==> config.mk <==
export PLATFORM = sky130hd
export DESIGN_NAME = sha256_hash_core_flat
export DESIGN_NICKNAME = d
export VERILOG_FILES = /design/src/sha256_pkg.sv /design/src/sha256_if.sv /design/src/sha256_hash_core.sv /design/src/sha256_fifo.sv /design/src/sha256_engine.sv /design/src/flat_wrapper.sv
export SDC_FILE = /design/constraint.sdc
export NUM_CORES = 2
export LEC_CHECK = 0
export BUFFER_PORTS_ARGS = -buffer_cell sky130_fd_sc_hd__buf_2
export CORE_UTILIZATION = 56
export CTS_CLUSTER_DIAMETER = 80
export DETAILED_ROUTE_END_ITERATION = 10
export MAX_ROUTING_LAYER = met4
export PLACE_DENSITY_LB_ADDON = 0.08
export SYNTH_ARGS = -nofsm -noshare
export SYNTH_HDL_FRONTEND = slang
export SYNTH_SLANG_ARGS = --single-unit
==> constraint.sdc <==
create_clock -name clk -period 11.14 [get_ports clk]
set_input_delay 2.228 -clock clk [delete_from_list [all_inputs] [get_ports clk]]
set_output_delay 2.228 -clock clk [all_outputs]
set_load 0.02 [all_outputs]
==> src/sha256_pkg.sv <==
// SHA-256 shared package: round constants, initial chaining values, helpers.
// Used by every module of the hash core; no dependencies.
`timescale 1ns / 1ps
package sha256_pkg;

	localparam int unsigned BlockBytes = 64;
	localparam int unsigned NumRounds  = 64;
	localparam int unsigned FifoDepth  = 4;

	typedef logic [31:0] word_t;

	// front-to-back command
	typedef struct packed {
		logic [7:0] msg_byte;
		logic       byte_present;
		logic       end_of_message;
	} cmd_t;

	function automatic word_t round_k(input logic [5:0] t);
		word_t k;
		case (t)
			6'd0: k = 32'h428a2f98; 6'd1: k = 32'h71374491; 6'd2: k = 32'hb5c0fbcf;
			6'd3: k = 32'he9b5dba5; 6'd4: k = 32'h3956c25b; 6'd5: k = 32'h59f111f1;
			6'd6: k = 32'h923f82a4; 6'd7: k = 32'hab1c5ed5; 6'd8: k = 32'hd807aa98;
			6'd9: k = 32'h12835b01; 6'd10: k = 32'h243185be; 6'd11: k = 32'h550c7dc3;
			6'd12: k = 32'h72be5d74; 6'd13: k = 32'h80deb1fe; 6'd14: k = 32'h9bdc06a7;
			6'd15: k = 32'hc19bf174; 6'd16: k = 32'he49b69c1; 6'd17: k = 32'hefbe4786;
			6'd18: k = 32'h0fc19dc6; 6'd19: k = 32'h240ca1cc; 6'd20: k = 32'h2de92c6f;
			6'd21: k = 32'h4a7484aa; 6'd22: k = 32'h5cb0a9dc; 6'd23: k = 32'h76f988da;
			6'd24: k = 32'h983e5152; 6'd25: k = 32'ha831c66d; 6'd26: k = 32'hb00327c8;
			6'd27: k = 32'hbf597fc7; 6'd28: k = 32'hc6e00bf3; 6'd29: k = 32'hd5a79147;
			6'd30: k = 32'h06ca6351; 6'd31: k = 32'h14292967; 6'd32: k = 32'h27b70a85;
			6'd33: k = 32'h2e1b2138; 6'd34: k = 32'h4d2c6dfc; 6'd35: k = 32'h53380d13;
			6'd36: k = 32'h650a7354; 6'd37: k = 32'h766a0abb; 6'd38: k = 32'h81c2c92e;
			6'd39: k = 32'h92722c85; 6'd40: k = 32'ha2bfe8a1; 6'd41: k = 32'ha81a664b;
			6'd42: k = 32'hc24b8b70; 6'd43: k = 32'hc76c51a3; 6'd44: k = 32'hd192e819;
			6'd45: k = 32'hd6990624; 6'd46: k = 32'hf40e3585; 6'd47: k = 32'h106aa070;
			6'd48: k = 32'h19a4c116; 6'd49: k = 32'h1e376c08; 6'd50: k = 32'h2748774c;
			6'd51: k = 32'h34b0bcb5; 6'd52: k = 32'h391c0cb3; 6'd53: k = 32'h4ed8aa4a;
			6'd54: k = 32'h5b9cca4f; 6'd55: k = 32'h682e6ff3; 6'd56: k = 32'h748f82ee;
			6'd57: k = 32'h78a5636f; 6'd58: k = 32'h84c87814; 6'd59: k = 32'h8cc70208;
			6'd60: k = 32'h90befffa; 6'd61: k = 32'ha4506ceb; 6'd62: k = 32'hbef9a3f7;
			default: k = 32'hc67178f2;
		endcase
		return k;
	endfunction

	function automatic word_t init_h(input logic [2:0] i);
		word_t h;
		case (i)
			3'd0: h = 32'h6a09e667; 3'd1: h = 32'hbb67ae85;
			3'd2: h = 32'h3c6ef372; 3'd3: h = 32'ha54ff53a;
			3'd4: h = 32'h510e527f; 3'd5: h = 32'h9b05688c;
			3'd6: h = 32'h1f83d9ab;
			default: h = 32'h5be0cd19;
		endcase
		return h;
	endfunction

	function automatic word_t ror(input word_t x, input int unsigned n);
		return (x >> n) | (x << (32 - n));
	endfunction

endpackage

==> src/sha256_if.sv <==
// Valid/ready channel interfaces for the hash core.
// Depends on nothing.
`timescale 1ns / 1ps
interface sha256_in_if;
	logic       valid;
	logic       ready;
	logic [7:0] msg_byte;
	logic       byte_present;
	logic       end_of_message;
	modport source (output valid, msg_byte, byte_present, end_of_message, input ready);
	modport sink (input valid, msg_byte, byte_present, end_of_message, output ready);
endinterface

interface sha256_out_if;
	logic        valid;
	logic        ready;
	logic [31:0] digest_word;
	logic [2:0]  word_index;
	logic        final_word;
	modport source (output valid, digest_word, word_index, final_word, input ready);
	modport sink (input valid, digest_word, word_index, final_word, output ready);
endinterface

==> src/sha256_hash_core.sv <==
// Top level of the SHA-256 hash core: front queue plus hash engine.
// Depends on sha256_pkg, sha256_if, sha256_fifo, sha256_engine.
`timescale 1ns / 1ps
// Channel | Dir | Beat content
// in      | in  | msg_byte, byte_present, end_of_message
// out     | out | digest_word, word_index, final_word
//
// A byte beat is queued and absorbed once the engine is idle; every 64th
// byte costs 64 rounds plus a fold step in the single round unit.
// Closing a message adds a padding step, 64 rounds and a fold step, twice
// when the marker lands at byte 56 or later, then eight output beats.
// Reset restores the standard initial hash values. The input queue keeps
// accepting while the engine compresses or the output side stalls, until
// its four entries are full.
module sha256_hash_core
	import sha256_pkg::*;
(
	input logic clk,
	input logic arst_n,
	sha256_in_if.sink    in,
	sha256_out_if.source out
);
	cmd_t push_cmd, pop_cmd;
	logic full, empty, pop;

	assign push_cmd = '{msg_byte: in.msg_byte, byte_present: in.byte_present,
		end_of_message: in.end_of_message};
	// queue every beat; the engine drops beats with no byte and no close
	assign in.ready = !full;

	sha256_fifo u_fifo (
		.clk, .arst_n,
		.push(in.valid), .push_cmd, .full,
		.pop, .pop_cmd, .empty
	);

	sha256_engine u_engine (
		.clk, .arst_n,
		.cmd_valid(!empty), .cmd(pop_cmd), .cmd_pop(pop),
		.out_valid(out.valid), .out_ready(out.ready),
		.out_word(out.digest_word), .out_index(out.word_index),
		.out_final(out.final_word)
	);
endmodule

==> src/sha256_fifo.sv <==
// Short command queue between the front (accept) and back (hash engine).
// Depends on sha256_pkg.
`timescale 1ns / 1ps
module sha256_fifo
	import sha256_pkg::*;
(
	input  logic clk,
	input  logic arst_n,
	input  logic push,
	input  cmd_t push_cmd,
	output logic full,
	input  logic pop,
	output cmd_t pop_cmd,
	output logic empty
);
	localparam int unsigned AddrW = $clog2(FifoDepth);

	cmd_t             mem_q [FifoDepth];
	logic [AddrW-1:0] wr_q, rd_q;
	logic [AddrW:0]   cnt_q;

	assign full    = (cnt_q == (AddrW+1)'(FifoDepth));
	assign empty   = (cnt_q == '0);
	assign pop_cmd = mem_q[rd_q];

	always_ff @(posedge clk) begin
		if (push && !full) mem_q[wr_q] <= push_cmd;
	end

	always_ff @(posedge clk or negedge arst_n) begin
		if (!arst_n) begin
			wr_q  <= '0;
			rd_q  <= '0;
			cnt_q <= '0;
		end else begin
			if (push && !full) wr_q <= wr_q + 1'b1;
			if (pop && !empty) rd_q <= rd_q + 1'b1;
			cnt_q <= cnt_q + (AddrW+1)'(push && !full) - (AddrW+1)'(pop && !empty);
		end
	end
endmodule

==> src/sha256_engine.sv <==
// Back end: absorbs bytes into a block, pads, runs 64 rounds, emits digest.
// Depends on sha256_pkg.
`timescale 1ns / 1ps
module sha256_engine
	import sha256_pkg::*;
(
	input  logic        clk,
	input  logic        arst_n,
	input  logic        cmd_valid,
	input  cmd_t        cmd,
	output logic        cmd_pop,
	output logic        out_valid,
	input  logic        out_ready,
	output logic [31:0] out_word,
	output logic [2:0]  out_index,
	output logic        out_final
);
	localparam logic [2:0] StIdle = 3'd0;
	localparam logic [2:0] StComp = 3'd1;
	localparam logic [2:0] StPad  = 3'd2;
	localparam logic [2:0] StEmit = 3'd3;
	localparam logic [2:0] StFold = 3'd4;

	logic [2:0]  st_q;
	logic [5:0]  fill_q;
	logic [63:0] bits_q;
	word_t       h_q [8];
	word_t       v_q [8];
	word_t       w_q [16];  // block buffer while filling, schedule window while compressing
	logic [5:0]  rnd_q;
	logic        fin_q;     // compress belongs to message close
	logic        last_q;    // current compress is the final one
	logic        mark_q;    // next padding block still needs the 0x80 marker
	logic [5:0]  pos_q;     // byte position of the marker
	logic [2:0]  idx_q;

	word_t s0, s1, t1, t2, ch, mj, w_nx;
	word_t v_nx [8];
	logic [5:0] n_eff;

	always_comb begin
		// window holds w[t..t+15]; build w[t+16] beside the round
		w_nx = w_q[0] + (ror(w_q[1], 7) ^ ror(w_q[1], 18) ^ (w_q[1] >> 3)) + w_q[9]
			+ (ror(w_q[14], 17) ^ ror(w_q[14], 19) ^ (w_q[14] >> 10));
		s1 = ror(v_q[4], 6) ^ ror(v_q[4], 11) ^ ror(v_q[4], 25);
		ch = (v_q[4] & v_q[5]) ^ (~v_q[4] & v_q[6]);
		t1 = v_q[7] + s1 + ch + round_k(rnd_q) + w_q[0];
		s0 = ror(v_q[0], 2) ^ ror(v_q[0], 13) ^ ror(v_q[0], 22);
		mj = (v_q[0] & v_q[1]) ^ (v_q[0] & v_q[2]) ^ (v_q[1] & v_q[2]);
		t2 = s0 + mj;
		v_nx[0] = t1 + t2;
		v_nx[1] = v_q[0];
		v_nx[2] = v_q[1];
		v_nx[3] = v_q[2];
		v_nx[4] = v_q[3] + t1;
		v_nx[5] = v_q[4];
		v_nx[6] = v_q[5];
		v_nx[7] = v_q[6];
		n_eff = fill_q + 6'(cmd.byte_present);
	end

	assign cmd_pop   = (st_q == StIdle) && cmd_valid;
	assign out_valid = (st_q == StEmit);
	assign out_word  = h_q[idx_q];
	assign out_index = idx_q;
	assign out_final = (idx_q == 3'd7);

	// payload: block bytes, padding and schedule window
	always_ff @(posedge clk) begin
		if (st_q == StIdle) begin
			if (cmd_valid && cmd.byte_present)
				w_q[fill_q[5:2]][{~fill_q[1:0], 3'b000} +: 8] <= cmd.msg_byte;
		end else if (st_q == StPad) begin
			for (int j = 0; j < BlockBytes; j++) begin
				if (last_q && j >= 56)
					w_q[4'(j >> 2)][8*(3 - (j & 3)) +: 8] <= bits_q[8*(63-j) +: 8];
				else if (mark_q && 6'(j) == pos_q)
					w_q[4'(j >> 2)][8*(3 - (j & 3)) +: 8] <= 8'h80;
				else if (!mark_q || 6'(j) > pos_q)
					w_q[4'(j >> 2)][8*(3 - (j & 3)) +: 8] <= 8'h00;
			end
		end else if (st_q == StComp) begin
			for (int i = 0; i < 15; i++) w_q[i] <= w_q[i+1];
			w_q[15] <= w_nx;
		end
	end

	always_ff @(posedge clk or negedge arst_n) begin
		if (!arst_n) begin
			st_q   <= StIdle;
			fill_q <= '0;
			bits_q <= '0;
			rnd_q  <= '0;
			fin_q  <= 1'b0;
			last_q <= 1'b0;
			mark_q <= 1'b0;
			pos_q  <= '0;
			idx_q  <= '0;
			for (int i = 0; i < 8; i++) begin
				h_q[i] <= init_h(3'(i));
				v_q[i] <= init_h(3'(i));
			end
		end else begin
			unique case (st_q)
				StIdle: if (cmd_valid) begin
					if (cmd.byte_present && fill_q == 6'd63) begin
						// block full: compress, close later if asked
						fill_q <= '0;
						bits_q <= bits_q + 64'd512;
						for (int i = 0; i < 8; i++) v_q[i] <= h_q[i];
						rnd_q  <= '0;
						fin_q  <= cmd.end_of_message;
						last_q <= 1'b0;
						mark_q <= 1'b1;
						pos_q  <= '0;
						st_q   <= StComp;
					end else if (cmd.end_of_message) begin
						// marker goes right after the last byte; length fits if it lands before 56
						fill_q <= '0;
						bits_q <= bits_q + {55'd0, n_eff, 3'd0};
						mark_q <= 1'b1;
						pos_q  <= n_eff;
						last_q <= (n_eff < 6'd56);
						st_q   <= StPad;
					end else if (cmd.byte_present) begin
						fill_q <= fill_q + 1'b1;
					end
				end
				StComp: begin
					for (int i = 0; i < 8; i++) v_q[i] <= v_nx[i];
					rnd_q <= rnd_q + 1'b1;
					if (rnd_q == 6'(NumRounds-1)) st_q <= StFold;
				end
				StFold: begin
					for (int i = 0; i < 8; i++) h_q[i] <= h_q[i] + v_q[i];
					if (last_q) begin
						idx_q <= '0;
						st_q  <= StEmit;
					end else if (fin_q) begin
						last_q <= 1'b1;
						st_q   <= StPad;
					end else st_q <= StIdle;
				end
				StPad: begin
					// buffer writes happen in the payload block; then compress
					for (int i = 0; i < 8; i++) v_q[i] <= h_q[i];
					rnd_q  <= '0;
					mark_q <= 1'b0;
					fin_q  <= 1'b1;
					st_q   <= StComp;
				end
				StEmit: if (out_ready) begin
					idx_q <= idx_q + 1'b1;
					if (idx_q == 3'd7) begin
						for (int i = 0; i < 8; i++) h_q[i] <= init_h(3'(i));
						fill_q <= '0;
						bits_q <= '0;
						fin_q  <= 1'b0;
						last_q <= 1'b0;
						st_q   <= StIdle;
					end
				end
				default: st_q <= StIdle;
			endcase
		end
	end
endmodule

==> src/flat_wrapper.sv <==
// flat-port wrapper written by rule: the top's interface ports become plain ports
module sha256_hash_core_flat import sha256_pkg::*;
  (clk, arst_n, in_valid, in_msg_byte, in_byte_present, in_end_of_message, in_ready, out_valid, out_digest_word, out_word_index, out_final_word, out_ready);
  sha256_in_if in_i ();
  sha256_out_if out_i ();
  input logic clk;
  input logic arst_n;
  input wire logic [$bits(in_i.valid)-1:0] in_valid;
  input wire logic [$bits(in_i.msg_byte)-1:0] in_msg_byte;
  input wire logic [$bits(in_i.byte_present)-1:0] in_byte_present;
  input wire logic [$bits(in_i.end_of_message)-1:0] in_end_of_message;
  output wire logic [$bits(in_i.ready)-1:0] in_ready;
  output wire logic [$bits(out_i.valid)-1:0] out_valid;
  output wire logic [$bits(out_i.digest_word)-1:0] out_digest_word;
  output wire logic [$bits(out_i.word_index)-1:0] out_word_index;
  output wire logic [$bits(out_i.final_word)-1:0] out_final_word;
  input wire logic [$bits(out_i.ready)-1:0] out_ready;
  assign in_i.valid = in_valid;
  assign in_i.msg_byte = in_msg_byte;
  assign in_i.byte_present = in_byte_present;
  assign in_i.end_of_message = in_end_of_message;
  assign in_ready = in_i.ready;
  assign out_valid = out_i.valid;
  assign out_digest_word = out_i.digest_word;
  assign out_word_index = out_i.word_index;
  assign out_final_word = out_i.final_word;
  assign out_i.ready = out_ready;
  sha256_hash_core u_core (.clk(clk), .arst_n(arst_n), .in(in_i), .out(out_i));
endmodule
=== Yosys cells after proc, flatten, opt, wreduce, memory -nomap -nowiden ===
Memories as Yosys holds them, arrays and structs flattened.
Index checks and enable logic that the tools add are counted.

* Flip-flop bits (word level): 610
* Bits in writable memories: 552
* Bits in read-only memories: 2,048
* Input bits: 14
* Output and inout port bits: 38
* Memories: 3

{| class="wikitable"
|+ Memories
! name !! words !! width !! rd ports !! clocked after Yosys merged registers in !! wr ports !! line !! RTL
|-
| (name not given) || 64 || 32 || 1 || 0 || 0 || sha256_pkg.sv:21 || <nowiki>case (t)</nowiki>
|-
| u_core.u_engine.w_q || 16 || 32 || 16 || 0 || 16 || sha256_engine.sv:29 || <nowiki>word_t w_q [16];</nowiki>
|-
| u_core.u_fifo.mem_q || 4 || 10 || 1 || 0 || 1 || sha256_fifo.sv:18 || <nowiki>cmd_t mem_q [FifoDepth];</nowiki>
|}

* Add/sub/neg operators: 29
* Order comparisons: 66
* Eq/ne operators: 79
* Shift-type cells: 2
* Muxes and demuxes: 798
* Bitwise gates (word level): 166
* Reduce and logical (&&, ||, !) cells: 157

{| class="wikitable"
|+ Operators by type and width
! kind !! number
|-
| $mux 8 || 136
|-
| $mux 256 || 4
|-
| $pmux 256 s3 || 1
|-
| $mux 1 || 616
|-
| $add 32x32->32 || 18
|-
| $pmux 256 s2 || 1
|-
| $mux 64 || 5
|-
| $xor 32x32->32 || 9
|-
| $eq 6x6->1 const A || 32
|-
| $gt 6x6->1 const A || 32
|-
| $and 32x32->32 || 5
|-
| $mux 32 || 5
|-
| $or 1x1->1 || 136
|-
| $pmux 64 s2 || 1
|-
| $bmux 32 s3 || 1
|-
| $eq 5x6->1 const A || 16
|-
| $gt 5x6->1 const A || 16
|-
| $logic_and 1x1->1 || 69
|-
| $add 64x10->64 const B || 1
|-
| $add 64x9->64 || 1
|-
| $logic_or 1x1->1 || 64
|-
| $mux 6 || 10
|-
| $eq 4x6->1 const A || 8
|-
| $gt 4x6->1 const A || 8
|-
| 58 further kinds || 102
|}

=== Depth between registers and ports, before layout ===
* Depth in word-level cells: 11
* Depth in mapped cells: 41
* Mapped depth without buffers: 37

=== Modules after synthesis ===
Synthesis repeated with hierarchy kept, for this count alone.

* Cells, all modules: 8,704
* Area total of the unflattened synthesis: 79,421.2 um2

{| class="wikitable"
|+ By module, submodules not included
! module !! times used !! cells an instance !! area an instance (um2) !! seq. area each (um2)
|-
| sha256_engine || 1 || 8,609 || 77,494.3 || 29,037.8
|-
| sha256_fifo || 1 || 93 || 1,919.3 || 1,376.3
|-
| sha256_hash_core || 1 || 2 || 7.5 || 0.0
|}

=== Least setup slack after synthesis ===
No wires, ideal clock.

* Path kind: reg2reg
* Start point: register u_core.u_engine.rnd_q[1]
* End point: register u_core.u_engine.v_q, in the netlist u_core.u_engine.v_nx[223]
* Setup time: 0.134 ns
* Arrival: 8.260 ns
* Data required time: 11.006 ns
* Path slack: 2.746 ns
* Stages on the path, launching flop included: 41
* Buffers on the path: 4
* Period minus slack after synthesis: 8.394 ns
* Path through: dfrtp_1 > clkbuf_1 > clkinv_1 > ha_1 > clkbuf_1 > and2_1 > clkbuf_1 > nor2_1 > nor2_1 > o21ai_0 > a21oi_1 > nor3_1 > fa_1 > fa_1 > inv_1 > ha_1 > fa_1 > a211oi_1 > [... 5 more ...] > a21o_1 > a21o_1 > a21oi_1 > xnor2_1 > fa_1 > ha_1 > clkbuf_1 > a21o_1 > a21oi_1 > o21bai_1 > a211oi_1 > nor2_1 > nor3b_1 > a21oi_1 > o41ai_1 > xnor2_1 > xnor2_1 > o21ai_0

* Cells in the longest elaborated chain, start to end: 5

{| class="wikitable"
|+ RTL lines
! what !! line !! RTL
|-
| start: declaration || sha256_engine.sv:30 || <nowiki>logic [5:0] rnd_q;</nowiki>
|-
| start signal: assignment || sha256_engine.sv:131 || <nowiki>rnd_q <= rnd_q + 1'b1;</nowiki>
|-
| $mem_v2 64x32 || - ||
|-
| $add 32x32->32 (2 in series) || sha256_engine.sv:47 || <nowiki>t1 = v_q[7] + s1 + ch + round_k(rnd_q) + w_q[0];</nowiki>
|-
| $add 32x32->32 || sha256_engine.sv:51 || <nowiki>v_nx[0] = t1 + t2;</nowiki>
|-
| $pmux 256 s3 || sha256_engine.sv:104 || <nowiki>unique case (st_q)</nowiki>
|-
| end signal: indexed assignment || sha256_engine.sv:101 || <nowiki>v_q[i] <= init_h(3'(i));</nowiki>
|-
| end: declaration || sha256_engine.sv:28 || <nowiki>word_t v_q [8];</nowiki>
|}

No other way between the ends.
A chain may end at the register's enable or synchronous reset.

=== Final worst setup path ===
Ends and elaborated chain as after synthesis.

==> results.cfg <==
[setup_path]
slowest_stage = sky130_fd_sc_hd__nor2_1
critPathMostFrequentCell = sky130_fd_sc_hd__o21ai_0
setup.worst_path.end_class = register
timing.rr.end = u_core.u_engine.v_nx[223]$_DFFE_PN0P_
beginning_of_the_worst_register_to_register_path = u_core.u_engine.rnd_q[1]$_DFFE_PN0P_
crit_arrival_ns = 10.52
critical-path-max-stage-delay_ns = 0.73
startpoint_type = register
worstRegToRegCells = 37
crit_type = reg2reg
worstSetupStartpoint = u_core.u_engine.rnd_q[1]$_DFFE_PN0P_
critical_path.top_delay_family = compound AO/OA/AOI/OAI gates
slack_of_the_worst_reg_to_reg_path_ns = 1.22
crit_buf_inv = 3
crit_path_max_fanout = 17
worst-endpoint-required_ns = 11.74
worstSetupEndpoint = u_core.u_engine.v_nx[223]$_DFFE_PN0P_
depth_of_the_critical_timing_path_with_buffers_and_inverters_included = 37

[route]
finalWirelength_um = 309100
drc = 0
vias = 68680
wl_per_cell_um = 30.30
dr.first_iter.drc_count = 8044
number_of_detailed_route_iterations_in_the_first_pass = 6
detail-route-antenna-nets = 0
vias_per_cell = 6.732

[clock_tree]
cts_tree = built
clk_transition_reported_paths_ns = 0.06
clk_latency_ns = 0.82
postCtsHoldBufs = 0
htree_levels = 4
cts-buffers-inserted = 136
postCtsSetupBuffers = 0
ctsLongestPathBuffers = 3
cts_resized = 0
root_buffer = sky130_fd_sc_hd__clkbuf_16
cts_sinks = 1159

[synth]
post_synth.cell_area_avg_sq_um = 9.225
number_of_cells_produced_by_synthesis = 8463
ys_top_cells_by_area = sky130_fd_sc_hd__edfxtp_1 15%, sky130_fd_sc_hd__dfrtp_1 11%, sky130_fd_sc_hd__dfstp_2 9.2%, sky130_fd_sc_hd__ha_1 6.6%, sky130_fd_sc_hd__fa_1 5.1%
post-synth-top-area-cell = sky130_fd_sc_hd__edfxtp_1
synth_top_cell_area_share_pct = 14.73
synth.distinct_cells = 92
synth_cell_area_sq_um = 78070
dominantRegCellSynth = sky130_fd_sc_hd__edfxtp_1
ys_ff_latch = 1159
synth.yosys.warnings = 0
synth_edf_count = 383
synth-seq-area-share_pct = 38.96
syn_nets = 9086
synth_async_sr_flop_share_pct = 52.37

[sta]
slew_headroom_pct = 11.59
achievable-frequency_ghz = 0.1009
worst_clock_skew_ns = 0.06797
setup_tns_ns = 0
final.hold.worst_slack_ns = 0.4570
worst_slew_pin_slew_ns = 1.312
setup_viol_count_final = 0
rsz0062_at_grt = false
final-max-slew-violation-count = 0
hold_violations = 0
fin_crit_sh_pct = 89.01
tmin_final_ns = 9.916

[job]
max_cap_viols = 0

[cells_and_area]
area_delta_synth_final_pct = 8.359
final_cell_count_no_fill = 10200
drive_gt1_share_pct = 10.05
post-route-cell-area_sq_um = 84600
final_common_cell = sky130_fd_sc_hd__nor2_1
leading_cell_types_in_the_layout_fill_and_taps_excluded = 883 x sky130_fd_sc_hd__nor2_1, 771 x sky130_fd_sc_hd__a21oi_1, 763 x sky130_fd_sc_hd__o21ai_0
filler_cell_count = 11720
num-nets-final = 8903

[worst_hold_path]
min-delay-path-class = reg2reg
hold_path_depth = 2

[floorplan]
full_die_area_sq_um = 140900
dieHeight_um = 375.4
rows = 136
initial_core_util_pct = 56.64
io-pin-count = 52
floorplan.core_area_sq_um = 137800
die_width_um = 375.4

[placed_design]
placedInstanceArea_sq_um = 79840
place_hpwl_um = 231300
globalplace.congestion = 1.068
placed_cells_incl_taps = 9936
total_of_buffers_placed_on_input_and_output_ports = 51

[grt]
antenna_found_initial = 10
grt_start_max_net_pins = 171
grt_first_pass_wirelength_um = 448400
grt_pass1_vias = 66280
grt_usage_pct = 44.75
grt_overflow_total = 0

[status]
status = finished clean
-- routing by layer --
metal  vias to the layer above  share of wire (%)  GRT usage, %
met4                         0                 10         36.37
met5                         -                  0             -
met3                      1085                8.0         7.891
met2                      3654                 46         69.06
met1                     33700                 36         51.31
li1                      30240                  -             -
-- final cells by class --
class / instances / area, sq um / share of cell area, %
diodes: 12 / 30.03 / 0.03550
clock buffers: 210 / 3976 / 4.700
clock inverters: 44 / 753.2 / 0.8903
inverters: 273 / 1025 / 1.211
multi-input cells: 6543 / 44930 / 53.11
flip-flops and latches: 1159 / 30430 / 35.97
well taps: 1794 / 2245 / 2.653
repair buffers: 167 / 1211 / 1.432
-- cells by family (layout without fill, tap and decap cells) --
kind of cell | after synthesis | in the layout | synth area share, %
other cells | 0 | 12 | 0
buf+inv | 761 | 694 | 3.672
mux | 156 | 156 | 3.319
simple gates | 2381 | 2381 | 13.48
fa+ha+maj | 639 | 639 | 12.04
flops | 1159 | 1159 | 38.96
compound gates | 2737 | 2737 | 21.47
xor+xnor | 630 | 630 | 7.067
-- how the worst min path moves through the flow --
| stage | startpoint | endpoint | slack (ns) |
|---|---|---|---|
| after floorplan | u_core.u_engine.w_q[11][10]$_SDFFE_PP0P_ | u_core.u_engine.w_q[11][10]$_SDFFE_PP0P_ | 0.43 |
| after global placement | u_core.u_engine.w_q[11][9]$_SDFFE_PP0P_ | u_core.u_engine.w_q[11][9]$_SDFFE_PP0P_ | 0.44 |
| after detailed placement | u_core.u_engine.w_q[8][0]$_SDFFE_PP0P_ | u_core.u_engine.w_q[8][0]$_SDFFE_PP0P_ | 0.45 |
| after CTS | u_core.u_engine.w_q[8][0]$_SDFFE_PP0P_ | u_core.u_engine.w_q[8][0]$_SDFFE_PP0P_ | 0.46 |
| after global routing | u_core.u_engine.w_q[8][0]$_SDFFE_PP0P_ | u_core.u_engine.w_q[8][0]$_SDFFE_PP0P_ | 0.48 |
| final | u_core.u_engine.w_q[10][0]$_SDFFE_PP0P_ | u_core.u_engine.w_q[10][0]$_SDFFE_PP0P_ | 0.46 |
-- through the flow --
step                worst slack, ns  utilization (%)
floorplan                     2.746                -
global placement              1.625            57.93
detailed placement            1.552            57.93
CTS                           1.474            61.36
global route                 0.7057            61.37
finish                        1.224            61.38
-- flip-flops by register name, summed over array words and instances (netlist names) --
signal / flops
u_core.u_engine.bits_q: 61
u_core.u_engine.fill_q: 6
u_core.u_engine.fin_q: 1
u_core.u_engine.h_q: 256
u_core.u_engine.last_q: 1
u_core.u_engine.mark_q: 1
u_core.u_engine.out_index: 3
u_core.u_engine.pos_q: 6
u_core.u_engine.rnd_q: 6
u_core.u_engine.st_q: 3
u_core.u_engine.v_nx: 192
u_core.u_engine.v_q: 64
u_core.u_engine.w_q: 512
u_core.u_fifo.cnt_q: 3
u_core.u_fifo.mem_q: 40
u_core.u_fifo.rd_q: 2
u_core.u_fifo.wr_q: 2
-- cells in the mapped netlist (all sizes together), types with 31 or more instances --
| library cell | count |
|---|---|
| a211oi | 60 |
| a21o | 184 |
| a21oi | 771 |
| a22o | 57 |
| a22oi | 135 |
| a31oi | 62 |
| and2 | 49 |
| and3 | 60 |
| buf | 55 |
| clkbuf | 433 |
| dfrtp | 335 |
| dfstp | 272 |
| dfxtp | 169 |
| edfxtp | 383 |
| fa | 197 |
| ha | 412 |
| inv | 269 |
| mux2 | 53 |
| mux4 | 77 |
| nand2 | 727 |
| nand2b | 71 |
| nand3 | 239 |
| nand4 | 31 |
| nor2 | 886 |
| nor2b | 56 |
| nor3 | 137 |
| o211ai | 36 |
| o21a | 59 |
| o21ai | 786 |
| o21bai | 59 |
| o22ai | 214 |
| o31ai | 77 |
| or3 | 42 |
| xnor2 | 420 |
| xor2 | 210 |
-- worst min-delay path: cells and delay by family, from the launching register on --
family | cells | cell delay, ns
AOI/OAI and AO/OA | 1 | 0.05
DFF | 1 | 0.31
and+or+nand+nor | 1 | 0.05
Power is left out: the tool's default activity adds up to more than one toggle a clock period on the data nets, which glitch-free logic cannot reach.
